<file path="config.mk">
export PLATFORM = sky130hd
export DESIGN_NAME = histogram_rebinner
export DESIGN_NICKNAME = d
export VERILOG_FILES = /design/src/rtl/hr_pkg.sv /design/src/rtl/hr_edge_search.sv /design/src/rtl/hr_sum_store.sv /design/src/rtl/histogram_rebinner.sv
export SDC_FILE = /design/constraint.sdc
export NUM_CORES = 2
export LEC_CHECK = 0
export ABC_AREA = 1
export BUFFER_PORTS_ARGS = -buffer_cell sky130_fd_sc_hd__buf_2
export CELL_PAD_IN_SITES_DETAIL_PLACEMENT = 1
export CELL_PAD_IN_SITES_GLOBAL_PLACEMENT = 2
export CORE_ASPECT_RATIO = 0.75
export CORE_UTILIZATION = 44
export DETAILED_ROUTE_END_ITERATION = 6
export PLACE_DENSITY_LB_ADDON = 0.1
export SETUP_SLACK_MARGIN = 0.2
export SKIP_CTS_REPAIR_TIMING = 1
export SLEW_MARGIN = 20
export SYNTH_ARGS = -nofsm -noshare
export SYNTH_HDL_FRONTEND = slang
export SYNTH_SLANG_ARGS = --single-unit
</file>
<file path="constraint.sdc">
create_clock -name clk -period 5.87 [get_ports clk]
set_clock_uncertainty 0.1 [all_clocks]
set_input_delay 1.174 -clock clk [delete_from_list [all_inputs] [get_ports clk]]
set_output_delay 1.174 -clock clk [all_outputs]
set_load 0.02 [all_outputs]
</file>
<file path="src/rtl/hr_pkg.sv">
// Shared types, constants and helpers for the histogram rebinner.
// Used by hr_edge_search, hr_sum_store and histogram_rebinner.
// No dependencies.
package hr_pkg;

    // Sizes of the input histogram and of the output bin set
    localparam int INPUT_BINS   = 120;
    localparam int MAX_OUT_BINS = 32;
    localparam int EDGE_DEPTH   = MAX_OUT_BINS + 1;

    // Field widths
    localparam int EDGE_W    = 16;
    localparam int CONTENT_W = 32;
    localparam int SUM_W     = 48;
    localparam int OUT_IDX_W = 5;

    // Derived widths
    localparam int POS_W       = $clog2(INPUT_BINS);
    localparam int EDGE_AW     = $clog2(EDGE_DEPTH);
    localparam int CNT_W       = $clog2(EDGE_DEPTH + 1);
    localparam int SUM_AW      = (MAX_OUT_BINS > 1) ? $clog2(MAX_OUT_BINS) : 1;
    localparam int LOWER_SHIFT = 8;

    // Saturation limits of a bin sum
    localparam logic [SUM_W-1:0] SUM_MAX = {1'b0, {(SUM_W-1){1'b1}}};
    localparam logic [SUM_W-1:0] SUM_MIN = {1'b1, {(SUM_W-1){1'b0}}};

    // Opcodes
    localparam logic OP_EDGE    = 1'b0;
    localparam logic OP_CONTENT = 1'b1;

    typedef struct packed {
        logic                        opcode;
        logic [EDGE_W-1:0]           edge_value;
        logic signed [CONTENT_W-1:0] content;
    } hr_in_t;

    typedef struct packed {
        logic [OUT_IDX_W-1:0]    bin_index;
        logic signed [SUM_W-1:0] bin_sum;
        logic                    error;
        logic                    last;
    } hr_out_t;

    typedef enum logic [2:0] {
        ST_IDLE,
        ST_SEARCH,
        ST_ACCUM,
        ST_EMIT_RD,
        ST_EMIT_WR,
        ST_EMIT_ERR
    } hr_state_t;

    // Control from the sequencer to the edge table
    typedef struct packed {
        logic wr_req;
        logic advance;
        logic clear;
    } hr_edge_ctrl_t;

    // Status from the edge table to the sequencer
    typedef struct packed {
        logic [CNT_W-1:0]   count;
        logic [EDGE_AW-1:0] ptr;
        logic               in_range;
        logic               below;
        logic [SUM_AW-1:0]  target;
    } hr_edge_stat_t;

    // Control from the sequencer to the sum store
    typedef struct packed {
        logic              rd_en;
        logic [SUM_AW-1:0] rd_addr;
        logic              acc_en;
        logic [SUM_AW-1:0] acc_addr;
        logic              clear;
    } hr_sum_ctrl_t;

    // Lower edge of an input bin, in 1/256 of an input bin width
    function automatic logic [EDGE_W-1:0] lower_of(input logic [POS_W-1:0] pos);
        lower_of = EDGE_W'({pos, {LOWER_SHIFT{1'b0}}});
    endfunction

endpackage

</file>
<file path="src/rtl/hr_edge_search.sv">
// Edge table of the histogram rebinner: edge memory, fill count, first and
// last edge, and the forward-only search pointer. Depends on hr_pkg.
module hr_edge_search import hr_pkg::*; (
    input  logic              clk,
    input  logic              rst_n,
    input  hr_edge_ctrl_t     ctrl,
    input  logic [EDGE_W-1:0] edge_value,
    input  logic [EDGE_W-1:0] lower,
    output hr_edge_stat_t     stat
);

    logic [EDGE_W-1:0]  edge_mem [EDGE_DEPTH];
    logic [EDGE_W-1:0]  rd_edge_reg;
    logic [CNT_W-1:0]   count_reg, count_next;
    logic [EDGE_AW-1:0] ptr_reg, ptr_next;
    logic [EDGE_W-1:0]  first_reg, first_next;
    logic [EDGE_W-1:0]  last_reg, last_next;
    logic               wr_en;
    logic               hit;

    // Append an edge while the table has room
    assign wr_en = ctrl.wr_req && (count_reg < CNT_W'(EDGE_DEPTH));

    always_comb
    begin
        count_next = count_reg;
        first_next = first_reg;
        last_next  = last_reg;
        ptr_next   = ptr_reg;
        if (wr_en)
        begin
            count_next = count_reg + CNT_W'(1);
            last_next  = edge_value;
            if (count_reg == '0)
            begin
                first_next = edge_value;
            end
        end
        // Advance the pointer past edges below the current lower edge
        if (ctrl.advance)
        begin
            ptr_next = ptr_reg + EDGE_AW'(1);
        end
        if (ctrl.clear)
        begin
            count_next = '0;
            ptr_next   = '0;
        end
    end

    always_ff @(posedge clk or negedge rst_n)
    begin
        if (!rst_n)
        begin
            count_reg <= '0;
            ptr_reg   <= '0;
        end
        else
        begin
            count_reg <= count_next;
            ptr_reg   <= ptr_next;
        end
    end

    always_ff @(posedge clk)
    begin
        first_reg <= first_next;
        last_reg  <= last_next;
    end

    // Edge memory: one write port, registered read at the next pointer
    always_ff @(posedge clk)
    begin
        if (wr_en)
        begin
            edge_mem[count_reg[EDGE_AW-1:0]] <= edge_value;
        end
        rd_edge_reg <= edge_mem[ptr_next];
    end

    // Compare the edge under the pointer with the lower edge
    assign hit = (rd_edge_reg == lower);

    always_comb
    begin
        stat.count    = count_reg;
        stat.ptr      = ptr_reg;
        stat.in_range = (count_reg >= CNT_W'(2)) && (lower >= first_reg)
                        && (lower < last_reg);
        stat.below    = (rd_edge_reg < lower);
        stat.target   = hit ? SUM_AW'(ptr_reg) : SUM_AW'(ptr_reg - EDGE_AW'(1));
    end

endmodule

</file>
<file path="src/rtl/hr_sum_store.sv">
// Bin sum memory of the histogram rebinner with per-entry valid bits and
// the saturating accumulate. Depends on hr_pkg.
module hr_sum_store import hr_pkg::*; (
    input  logic                        clk,
    input  logic                        rst_n,
    input  hr_sum_ctrl_t                ctrl,
    input  logic signed [CONTENT_W-1:0] addend,
    output logic signed [SUM_W-1:0]     rd_sum
);

    logic [SUM_W-1:0]        sum_mem [MAX_OUT_BINS];
    logic [SUM_W-1:0]        rd_data_reg;
    logic                    rd_valid_reg;
    logic [MAX_OUT_BINS-1:0] valid_reg, valid_next;
    logic [SUM_W:0]          wide_sum;
    logic [SUM_W-1:0]        sat_sum;

    // An entry never written in this run reads as zero
    assign rd_sum = rd_valid_reg ? $signed(rd_data_reg) : '0;

    // Add with one guard bit, then clamp to the 48-bit range
    assign wide_sum = {rd_sum[SUM_W-1], rd_sum}
                      + {{(SUM_W+1-CONTENT_W){addend[CONTENT_W-1]}}, addend};

    always_comb
    begin
        if (wide_sum[SUM_W] != wide_sum[SUM_W-1])
        begin
            sat_sum = wide_sum[SUM_W] ? SUM_MIN : SUM_MAX;
        end
        else
        begin
            sat_sum = wide_sum[SUM_W-1:0];
        end
    end

    // Mark written entries; drop all marks at the end of a run
    always_comb
    begin
        valid_next = valid_reg;
        if (ctrl.acc_en)
        begin
            valid_next[ctrl.acc_addr] = 1'b1;
        end
        if (ctrl.clear)
        begin
            valid_next = '0;
        end
    end

    always_ff @(posedge clk or negedge rst_n)
    begin
        if (!rst_n)
        begin
            valid_reg    <= '0;
            rd_valid_reg <= 1'b0;
        end
        else
        begin
            valid_reg <= valid_next;
            if (ctrl.rd_en)
            begin
                rd_valid_reg <= valid_reg[ctrl.rd_addr];
            end
        end
    end

    // Sum memory: write back the accumulated value, registered read
    always_ff @(posedge clk)
    begin
        if (ctrl.acc_en)
        begin
            sum_mem[ctrl.acc_addr] <= sat_sum;
        end
        if (ctrl.rd_en)
        begin
            rd_data_reg <= sum_mem[ctrl.rd_addr];
        end
    end

endmodule

</file>
<file path="src/rtl/histogram_rebinner.sv">
// Top level of the histogram rebinner: sequencer, result register and the
// edge table and sum store. Depends on hr_pkg, hr_edge_search, hr_sum_store.
//
// Load the output bin edges first (opcode 0, one edge per item, at most 33,
// ascending), then send the 120 input bin contents in bin order (opcode 1).
// A content inside the loaded edge range starts a search in which the
// search pointer passes every edge below the content's lower edge. The
// pointer only moves forward within a run. Each content inside the edge
// range is a read-modify-write of one sum in the sum memory. After the last
// content the block reports every output bin (memory read, then result
// register), or one error result when the edge table has under two entries;
// sums and edges are then cleared for the next run. Items are stalled while
// a content or the report is in progress. Edges sent after the first content
// of a run are ignored.
module histogram_rebinner import hr_pkg::*; (
    input  logic    clk,
    input  logic    rst_n,
    input  logic    item_valid,
    output logic    item_stall,
    input  hr_in_t  item,
    output logic    result_valid,
    input  logic    result_stall,
    output hr_out_t result
);

    hr_state_t state_reg, state_next;

    logic [POS_W-1:0]            pos_reg, pos_next;
    logic [EDGE_W-1:0]           lower_reg, lower_next;
    logic signed [CONTENT_W-1:0] content_reg, content_next;
    logic                        end_reg, end_next;
    logic [SUM_AW-1:0]           target_reg, target_next;
    logic [SUM_AW-1:0]           emit_idx_reg, emit_idx_next;
    logic                        out_valid_reg, out_valid_next;
    hr_out_t                     out_reg, out_next;

    hr_edge_ctrl_t          edge_ctrl;
    hr_edge_stat_t          edge_stat;
    hr_sum_ctrl_t           sum_ctrl;
    logic signed [SUM_W-1:0] rd_sum;
    logic [EDGE_W-1:0]      lower;
    logic                   item_fire;
    logic                   content_fire;
    logic                   end_now;
    logic                   slot_free;
    logic                   emit_last;
    logic                   run_end;

    assign item_fire    = item_valid && !item_stall;
    assign content_fire = item_fire && (item.opcode == OP_CONTENT);
    assign end_now      = (pos_reg == POS_W'(INPUT_BINS - 1));
    assign slot_free    = !out_valid_reg || !result_stall;
    assign emit_last    = ({1'b0, emit_idx_reg} == (edge_stat.count - CNT_W'(2)));
    assign lower        = (state_reg == ST_IDLE) ? lower_of(pos_reg) : lower_reg;

    hr_edge_search u_edge (
        .clk        (clk),
        .rst_n      (rst_n),
        .ctrl       (edge_ctrl),
        .edge_value (item.edge_value),
        .lower      (lower),
        .stat       (edge_stat)
    );

    hr_sum_store u_sum (
        .clk    (clk),
        .rst_n  (rst_n),
        .ctrl   (sum_ctrl),
        .addend (content_reg),
        .rd_sum (rd_sum)
    );

    // Next state
    always_comb
    begin
        state_next = state_reg;
        case (state_reg)
            ST_IDLE:
            begin
                if (content_fire)
                begin
                    if (edge_stat.in_range)
                    begin
                        state_next = ST_SEARCH;
                    end
                    else if (end_now)
                    begin
                        state_next = (edge_stat.count < CNT_W'(2)) ? ST_EMIT_ERR
                                                                   : ST_EMIT_RD;
                    end
                end
            end
            ST_SEARCH:
            begin
                if (!edge_stat.below)
                begin
                    state_next = ST_ACCUM;
                end
            end
            ST_ACCUM:
            begin
                state_next = end_reg ? ST_EMIT_RD : ST_IDLE;
            end
            ST_EMIT_RD:
            begin
                state_next = ST_EMIT_WR;
            end
            ST_EMIT_WR:
            begin
                if (slot_free)
                begin
                    state_next = emit_last ? ST_IDLE : ST_EMIT_RD;
                end
            end
            ST_EMIT_ERR:
            begin
                if (slot_free)
                begin
                    state_next = ST_IDLE;
                end
            end
            default:
            begin
                state_next = ST_IDLE;
            end
        endcase
    end

    // Control outputs of the sequencer
    always_comb
    begin
        item_stall        = 1'b1;
        run_end           = 1'b0;
        edge_ctrl.wr_req  = 1'b0;
        edge_ctrl.advance = 1'b0;
        sum_ctrl.rd_en    = 1'b0;
        sum_ctrl.rd_addr  = edge_stat.target;
        sum_ctrl.acc_en   = 1'b0;
        sum_ctrl.acc_addr = target_reg;
        case (state_reg)
            ST_IDLE:
            begin
                item_stall       = 1'b0;
                edge_ctrl.wr_req = item_valid && (item.opcode == OP_EDGE)
                                   && (pos_reg == '0);
            end
            ST_SEARCH:
            begin
                edge_ctrl.advance = edge_stat.below;
                sum_ctrl.rd_en    = !edge_stat.below;
            end
            ST_ACCUM:
            begin
                sum_ctrl.acc_en = 1'b1;
            end
            ST_EMIT_RD:
            begin
                sum_ctrl.rd_en   = 1'b1;
                sum_ctrl.rd_addr = emit_idx_reg;
            end
            ST_EMIT_WR:
            begin
                run_end = slot_free && emit_last;
            end
            ST_EMIT_ERR:
            begin
                run_end = slot_free;
            end
            default:
            begin
                item_stall = 1'b1;
            end
        endcase
        edge_ctrl.clear = run_end;
        sum_ctrl.clear  = run_end;
    end

    // Datapath and result register next values
    always_comb
    begin
        pos_next       = pos_reg;
        lower_next     = lower_reg;
        content_next   = content_reg;
        end_next       = end_reg;
        target_next    = target_reg;
        emit_idx_next  = emit_idx_reg;
        out_next       = out_reg;
        out_valid_next = out_valid_reg && result_stall;

        // Capture a content item and advance the input position
        if (content_fire)
        begin
            pos_next     = pos_reg + POS_W'(1);
            lower_next   = lower_of(pos_reg);
            content_next = item.content;
            end_next     = end_now;
        end
        // Hold the target bin for the write-back
        if ((state_reg == ST_SEARCH) && !edge_stat.below)
        begin
            target_next = edge_stat.target;
        end
        // Load one result into the output register
        if ((state_reg == ST_EMIT_WR) && slot_free)
        begin
            out_next.bin_index = OUT_IDX_W'(emit_idx_reg);
            out_next.bin_sum   = rd_sum;
            out_next.error     = 1'b0;
            out_next.last      = emit_last;
            out_valid_next     = 1'b1;
            emit_idx_next      = emit_idx_reg + SUM_AW'(1);
        end
        if ((state_reg == ST_EMIT_ERR) && slot_free)
        begin
            out_next.bin_index = '0;
            out_next.bin_sum   = '0;
            out_next.error     = 1'b1;
            out_next.last      = 1'b1;
            out_valid_next     = 1'b1;
        end
        // Rewind for the next run
        if (run_end)
        begin
            pos_next      = '0;
            emit_idx_next = '0;
        end
    end

    always_ff @(posedge clk or negedge rst_n)
    begin
        if (!rst_n)
        begin
            state_reg     <= ST_IDLE;
            pos_reg       <= '0;
            end_reg       <= 1'b0;
            emit_idx_reg  <= '0;
            out_valid_reg <= 1'b0;
        end
        else
        begin
            state_reg     <= state_next;
            pos_reg       <= pos_next;
            end_reg       <= end_next;
            emit_idx_reg  <= emit_idx_next;
            out_valid_reg <= out_valid_next;
        end
    end

    always_ff @(posedge clk)
    begin
        lower_reg   <= lower_next;
        content_reg <= content_next;
        target_reg  <= target_next;
        out_reg     <= out_next;
    end

    assign result_valid = out_valid_reg;
    assign result       = out_reg;

    // The search never runs past the last loaded edge
    a_search_in_table: assert property (@(posedge clk) disable iff (!rst_n)
        (state_reg == ST_SEARCH) |-> ({1'b0, edge_stat.ptr} < (EDGE_AW+1)'(edge_stat.count)))
        else $error("edge search pointer beyond loaded edges");

    // A write-back targets a reported output bin
    a_accum_target: assert property (@(posedge clk) disable iff (!rst_n)
        (state_reg == ST_ACCUM)
        |-> ((CNT_W+1)'(target_reg) < (CNT_W+1)'(edge_stat.count - CNT_W'(1))))
        else $error("sum write-back outside the output bins");

    // Bin reports happen only with at least two entries in the edge table
    a_emit_edges: assert property (@(posedge clk) disable iff (!rst_n)
        ((state_reg == ST_EMIT_RD) || (state_reg == ST_EMIT_WR))
        |-> (edge_stat.count >= CNT_W'(2)))
        else $error("bin report without two edges");

    // The end of a run leaves the edge table empty and the input position at zero
    a_run_end_clears: assert property (@(posedge clk) disable iff (!rst_n)
        run_end |=> ((edge_stat.count == '0) && (pos_reg == '0)))
        else $error("run end did not clear edges and position");

endmodule

</file>
# == After elaboration in Yosys (flattened, before gate mapping) ==
# Memories as Yosys holds them, arrays and structs flattened. A register that Yosys moved wholly into a read port is not among the register bits.
# Index checks and enable logic that the tools add are counted.
# totals
ff_bits,193
ramBits,2064
in_bits,53
out_inout_bits,57
elab_cells,120
n_memories,2
# classes
add_sub_neg,7
magnitude_cmp,9
eq_ne,14
muxes,42
bitwise,2
n_reduce_logical,26
# mem_list
name,words,word_bits,read_ports,rd_clocked_by_memory_dff,write_ports,line,rtl
u_sum.sum_mem,32,48,1,1,1,hr_sum_store.sv:11,logic [SUM_W-1:0] sum_mem [MAX_OUT_BINS];
u_edge.edge_mem,33,16,1,1,1,hr_edge_search.sv:12,logic [EDGE_W-1:0] edge_mem [EDGE_DEPTH];
# op_table
op,count
48-bit 2-to-1 mux,3
32-bit 2-to-1 mux,2
48-bit by 32-bit adder with 49-bit output,1
32-bit OR,1
6-bit 2-to-1 mux,4
3-bit 2-to-1 mux,7
5-bit 2-to-1 mux,4
3-bit one-hot mux with 6 select lines,1
16-bit by 15-bit == test with 1-bit output,1
15-bit by 16-bit >= comparator with 1-bit output,1
15-bit by 16-bit less-than comparator with 1-bit output,1
16-bit by 15-bit less-than comparator with 1-bit output,1
15-bit 2-to-1 mux,1
7-bit 2-to-1 mux,2
1-bit logical AND,13
"6-bit by 1-bit adder with 6-bit output, second input constant",2
"5-bit by 6-bit less-than comparator with 1-bit output, second input constant",2
1-bit 2-to-1 mux,12
"2-bit != test, second input constant",4
2-bit nonzero test,4
"7-bit by 1-bit adder with 7-bit output, second input constant",1
"7-bit == test, second input constant",1
7-bit zero test,1
"3-bit by 2-bit == test with 1-bit output, second input constant",2
23 further kinds,28

# == Longest topological paths before layout ==
# depth
word_depth,8
mapped_depth,26
ltp_nobuf,23

# == Cells and area by module ==
# From an unflattened synthesis, not the netlist that was laid out.
# hier_totals
cells_unflattened,8449
area_unflattened_um2,98449.4
# by_module_without_submodules
module,instances,cells_per_inst,area_per_inst_um2,seq_area_each_um2
hr_sum_store,1,5362,66929.2,48391.4
hr_edge_search,1,2604,26975.9,17436.7
histogram_rebinner,1,483,4544.4,2847.7

# == Worst setup path before layout ==
# OpenSTA, ideal clock, no wires.
# synth_path
kind,reg2reg
startpoint,register u_sum.rd_valid_reg
endpoint,memory u_sum.sum_mem[0][11] (data pin)
setup_time_ns,0.454
arrival_time_ns,4.571
t_required_ns,5.316
setup_slack_ns,0.745
stages_incl_launch_ff,19
path_buffers,2
period_less_slack_ns,5.125
path_cell_list,dfrtp_1 > clkbuf_1 > nand2_1 > inv_1 > ha_1 > fa_1 > nand3_1 > nand2_1 > a21oi_1 > o21ai_1 > a21boi_1 > o21ai_1 > nand3_1 > nand4_1 > nand2_1 > or2_1 > nand2_1 > buf_2 > o21ai_0
# synth_via
elab_chain_len,4
word_cells_on_any_way,5
classes_between,add/sub (1); eq/ne (1); mux (3)
# synth_rtl
element,line,rtl
start: declaration,hr_sum_store.sv:13,logic rd_valid_reg;
start signal: assignment,hr_sum_store.sv:63,rd_valid_reg <= valid_reg[ctrl.rd_addr];
48-bit 2-to-1 mux *,hr_sum_store.sv:19,assign rd_sum = rd_valid_reg ? $signed(rd_data_reg) : '0;
net rd_sum[0],histogram_rebinner.sv:40,logic signed [SUM_W-1:0] rd_sum;
48-bit by 32-bit adder with 49-bit output *,hr_sum_store.sv:23,"+ {{(SUM_W+1-CONTENT_W){addend[CONTENT_W-1]}}, addend};"
48-bit 2-to-1 mux or 1-bit != test (tied branches),"hr_sum_store.sv:29, hr_sum_store.sv:27",
48-bit 2-to-1 mux *,hr_sum_store.sv:27,if (wide_sum[SUM_W] != wide_sum[SUM_W-1])
net u_sum.sat_sum[11],hr_sum_store.sv:16,logic [SUM_W-1:0] sat_sum;
end: declaration,hr_sum_store.sv:11,
# The timed path passes the listed nets; every way through them passes the cells marked *.

# == Worst setup path in the final report ==
# layout_path
startpoint,register state_reg[0]
endpoint,register u_sum.rd_data_reg[0] (read register of u_sum.sum_mem) (data pin)
# layout_via
elab_chain_len,5
word_cells_on_any_way,10
classes_between,order compare (1); eq/ne (3); mux (4); reduce/logical (2)
# layout_rtl
element,line,rtl
start: declaration,histogram_rebinner.sv:26,"hr_state_t state_reg, state_next;"
start signal: assignment,histogram_rebinner.sv:241,state_reg <= state_next;
3-bit zero test,histogram_rebinner.sv:54,assign lower = (state_reg == ST_IDLE) ? lower_of(pos_reg) : lower_reg;
15-bit 2-to-1 mux,histogram_rebinner.sv:54,
16-bit by 15-bit less-than comparator with 1-bit output or 16-bit by 15-bit == test with 1-bit output (tied branches),"hr_edge_search.sv:90, hr_edge_search.sv:82",
1-bit zero test or 5-bit 2-to-1 mux (tied branches),"histogram_rebinner.sv:150, hr_edge_search.sv:91",
1-bit one-hot mux with 2 select lines or 5-bit 2-to-1 mux (tied branches),histogram_rebinner.sv:140,case (state_reg)
end: declaration,hr_sum_store.sv:12,logic [SUM_W-1:0] rd_data_reg;
# Parallel ways exist; a longest one is shown, timed or not.
# A chain may end at the register's enable or synchronous reset.

==> metrics <==
buffer depth of the longest clock path 4; placed wire-length estimate after detailed placement 204,000 µm; CP cell instances nor2_4 > nand2_4 > o21ai_0 > inv_1 > ha_1 > nand3_1 > nor3_2 > nand2_4 > nand2_1 > o21ai_2 > nand2_2 > nand2_8 > inv_8 > buf_12 > buf_12 > o21ai_0 > inv_1 > o21ai_1 > nand3_1 > nand3_1 > nand2_1 > nand2_1 > nand2_1; Synth Area in XOR/XNOR 0.00584; number of buffer cells added on primary ports 109; count of H-tree levels built during CTS 4; basic-gate share of the synthesized area counting and, or, nand and nor cells 0.131; most common cell after layout, fill and taps aside edfxtp_1; number of flip-flops in the largest register 1,536; average size of a mapped cell 11.9 µm²; clock tree from TritonCTS done; Setup violations, final 0; mux share of post-synthesis cell area 0; Worst setup SP type register; worst slew margin relative to its limit 0.197; worst setup path class reg -> reg; vias post-DR 69,355; wire length of the first global-routing pass 500,000 µm; combined area of all synthesized cells 98,500 µm²; number of register bits inferred by synthesis 2,321; largest net degree at the start of global routing 138; cells after synthesis 8,257; Antenna Violating Nets Remaining 0; DR WL/cell 30.5 µm; final estimated routing congestion in global placement 0.903; Lkg Pwr 40.4 nW; vias in the first global route 67,583; hold crit path type in -> async; arrival time at the worst endpoint 5.77 ns; Post-Route Utilization 0.499; Die Ht 412 µm; actual slew at the worst max-slew pin 1.20 ns; count of final max-slew check failures 0; highest ir drop seen on vdd 0.756 mV; capturing element type of the critical path register; adder-cell area share of the yosys netlist 0.0102; total negative setup slack 0 ns; Seq/Total Area, Yosys 0.697; area added between synthesis and finish 12.8%; post-route design area 111,000 µm²; critical path peak fanout 59; RSZ-0062 raised after global routing no; register with the most flip-flops u_sum.sum_mem; count of standard-cell rows 150; total gr overflow 0; highest clock rate 0.190 GHz; Post-synth EDFFs 2,188; Skew-Pair Late Insertion Delay 0.92 ns; number of buffers inserted during clock tree synthesis 237; combinational family with the most area after synthesis simple AND/OR/NAND/NOR gates; antenna violations before repair 16; total routing usage reported by global routing 0.307; Core Area 223,000 µm²; compound-gate portion of the synthesized area 0.0997; leading cell types in the layout, fill and taps excluded edfxtp_1 (2,188), nand2_1 (1,103), inv_1 (796); CTS root buffer clkbuf_16; number of design rule violations left after detail routing 0; clock transition time at the flip-flop clock pins of the worst setup and hold paths 0.06 ns; outcome completed; die span in x 548 µm; power density over cell area 675 nW/µm²; number of vias per cell after detailed routing 6.01; violation count after the first detailed-routing iteration 8,705; kind of cell adding the most delay to the critical path simple AND/OR/NAND/NOR gates; num ports 110; layout cell share with drive strength beyond 1 0.109; most frequently used flop master after synthesis edfxtp_1; longest individual stage delay on the worst path 0.49 ns; total routed wirelength 352,000 µm; buffers and inverters on the worst path 5; Tcrit/Tclk final 0.895; starting utilization of the core area 0.442; Netlist cell types 58; final-stage net count 8,509; net count after synthesis 8,390; cell area after placement 104,000 µm²; number of iterations in the first detailed-routing pass 6; slowest cell on the critical path o21ai_0; Async S/R FF share, synth 0.0267; final hold violation count 0; most prevalent standard cell on the critical path nand2_1; minimum clock period after layout 5.26 ns; Die Area 226,000 µm²; count of warnings emitted by yosys 0; # clock sinks 2,321; # Max-Cap Violations 0; worst path required time 6.39 ns
[cell type report]
class,instances,area (µm²)
clock buffer,328,6460
antenna,5,12.5
sequential,2321,68700
tap,2964,3710
inverter,813,3070
multi-input combinational,4609,24800
fill,23013,112000
clock inverter,106,816
timing repair buffer,394,3530
[layer usage]
layer,routed length (µm),global-route usage,vias up
met5,27,0,-
met4,7690,0.0691,4
met3,30200,0.0460,429
met2,148000,0.439,2963
met1,167000,0.488,36208
li1,-,-,29751
[worst register-to-register path, stage by stage (launching register included)]
cell and delay (ns):
dfrtp_1 0.47, nor2_4 0.16, nand2_4 0.13, o21ai_0 0.49
inv_1 0.18, ha_1 0.35, nand3_1 0.14, nor3_2 0.37
nand2_4 0.11, nand2_1 0.09, o21ai_2 0.10, nand2_2 0.13
nand2_8 0.20, inv_8 0.55, buf_12 0.30, buf_12 0.24
o21ai_0 0.12, inv_1 0.06, o21ai_1 0.05, nand3_1 0.08
nand3_1 0.09, nand2_1 0.08, nand2_1 0.04, nand2_1 0.36
[power by group]
group          leakage [nW]  switching, mW  internal [mW]
Combinational          15.8           25.8           9.25
Sequential             21.1           1.02           24.3
Clock                  3.56           6.52           8.09
Total                  40.4           33.4           41.7
[worst paths after layout]
kind	slack, ns	start	cells after the start	end
max	0.61	state_reg[0]	23	u_sum.rd_data_reg[0]
max in group asynchronous	4.27	rst_n	2	u_sum.rd_valid_reg
min	0.30	rst_n	1	pos_reg[3]
min in group clk	0.35	u_edge.edge_mem[32][1]	2	u_edge.rd_edge_reg[1]
max reg2reg	0.61	state_reg[0]	23	u_sum.rd_data_reg[0]
min reg2reg	0.35	u_edge.edge_mem[32][1]	2	u_edge.rd_edge_reg[1]
[Yosys cell counts, types with 4 or more instances]
| library cell | count | area [µm²] |
|---|---|---|
| ha_1 | 79 | 988 |
| clkbuf_2 | 14 | 70.1 |
| nor3_1 | 27 | 135 |
| inv_1 | 801 | 3010 |
| xor2_1 | 36 | 315 |
| xnor2_1 | 26 | 228 |
| nor2_1 | 480 | 1800 |
| nand4_1 | 191 | 1190 |
| o21bai_1 | 115 | 863 |
| a211oi_1 | 4 | 30.0 |
| o21ai_0 | 654 | 3270 |
| or2_2 | 118 | 738 |
| inv_2 | 11 | 41.3 |
| or2_1 | 77 | 482 |
| nor3b_1 | 4 | 30.0 |
| buf_1 | 19 | 71.3 |
| buf_4 | 25 | 188 |
| a21boi_0 | 6 | 45.0 |
| or2_0 | 15 | 93.8 |
| o211ai_1 | 513 | 3850 |
| a21oi_1 | 186 | 931 |
| edfxtp_1 | 2188 | 65700 |
| dfrtp_1 | 62 | 1550 |
| nand3_1 | 793 | 3970 |
| dfxtp_1 | 71 | 1420 |
| buf_6 | 25 | 282 |
| nand2_1 | 1106 | 4150 |
| nor4_1 | 10 | 62.6 |
| buf_2 | 206 | 1030 |
| a31oi_1 | 22 | 138 |
| o21a_1 | 9 | 67.6 |
| nand2_2 | 6 | 37.5 |
| o21ai_1 | 96 | 480 |
| clkbuf_1 | 225 | 845 |
[kinds of logic (layout without fill, tap and decap cells)]
group                    count (synthesis)  count (layout)
other                                    0               5
XOR/XNOR                                64              64
AND/OR/NAND/NOR                       2843            2844
adder cells (fa/ha/maj)                 80              80
AO/OA/AOI/OAI                         1621            1621
buffers and inverters                 1328            1641
flip-flops                            2321            2321
[stage by stage]
stage | setup WS, ns | total power, mW | hold slack, ns | cells
after detailed placement | 0.520 | 60.3 | 0.332 | 11098
final | 0.614 | 75.0 | 0.303 | 11540
after global placement | 0.521 | 59.5 | 0.329 | 11092
after floorplan | 0.745 | 45.6 | 0.319 | 8257
after CTS | 0.478 | 74.9 | 0.256 | 11532
after global routing | 0.340 | 78.6 | 0.324 | 11535
Note: power is estimated with default switching activity, not from simulation.
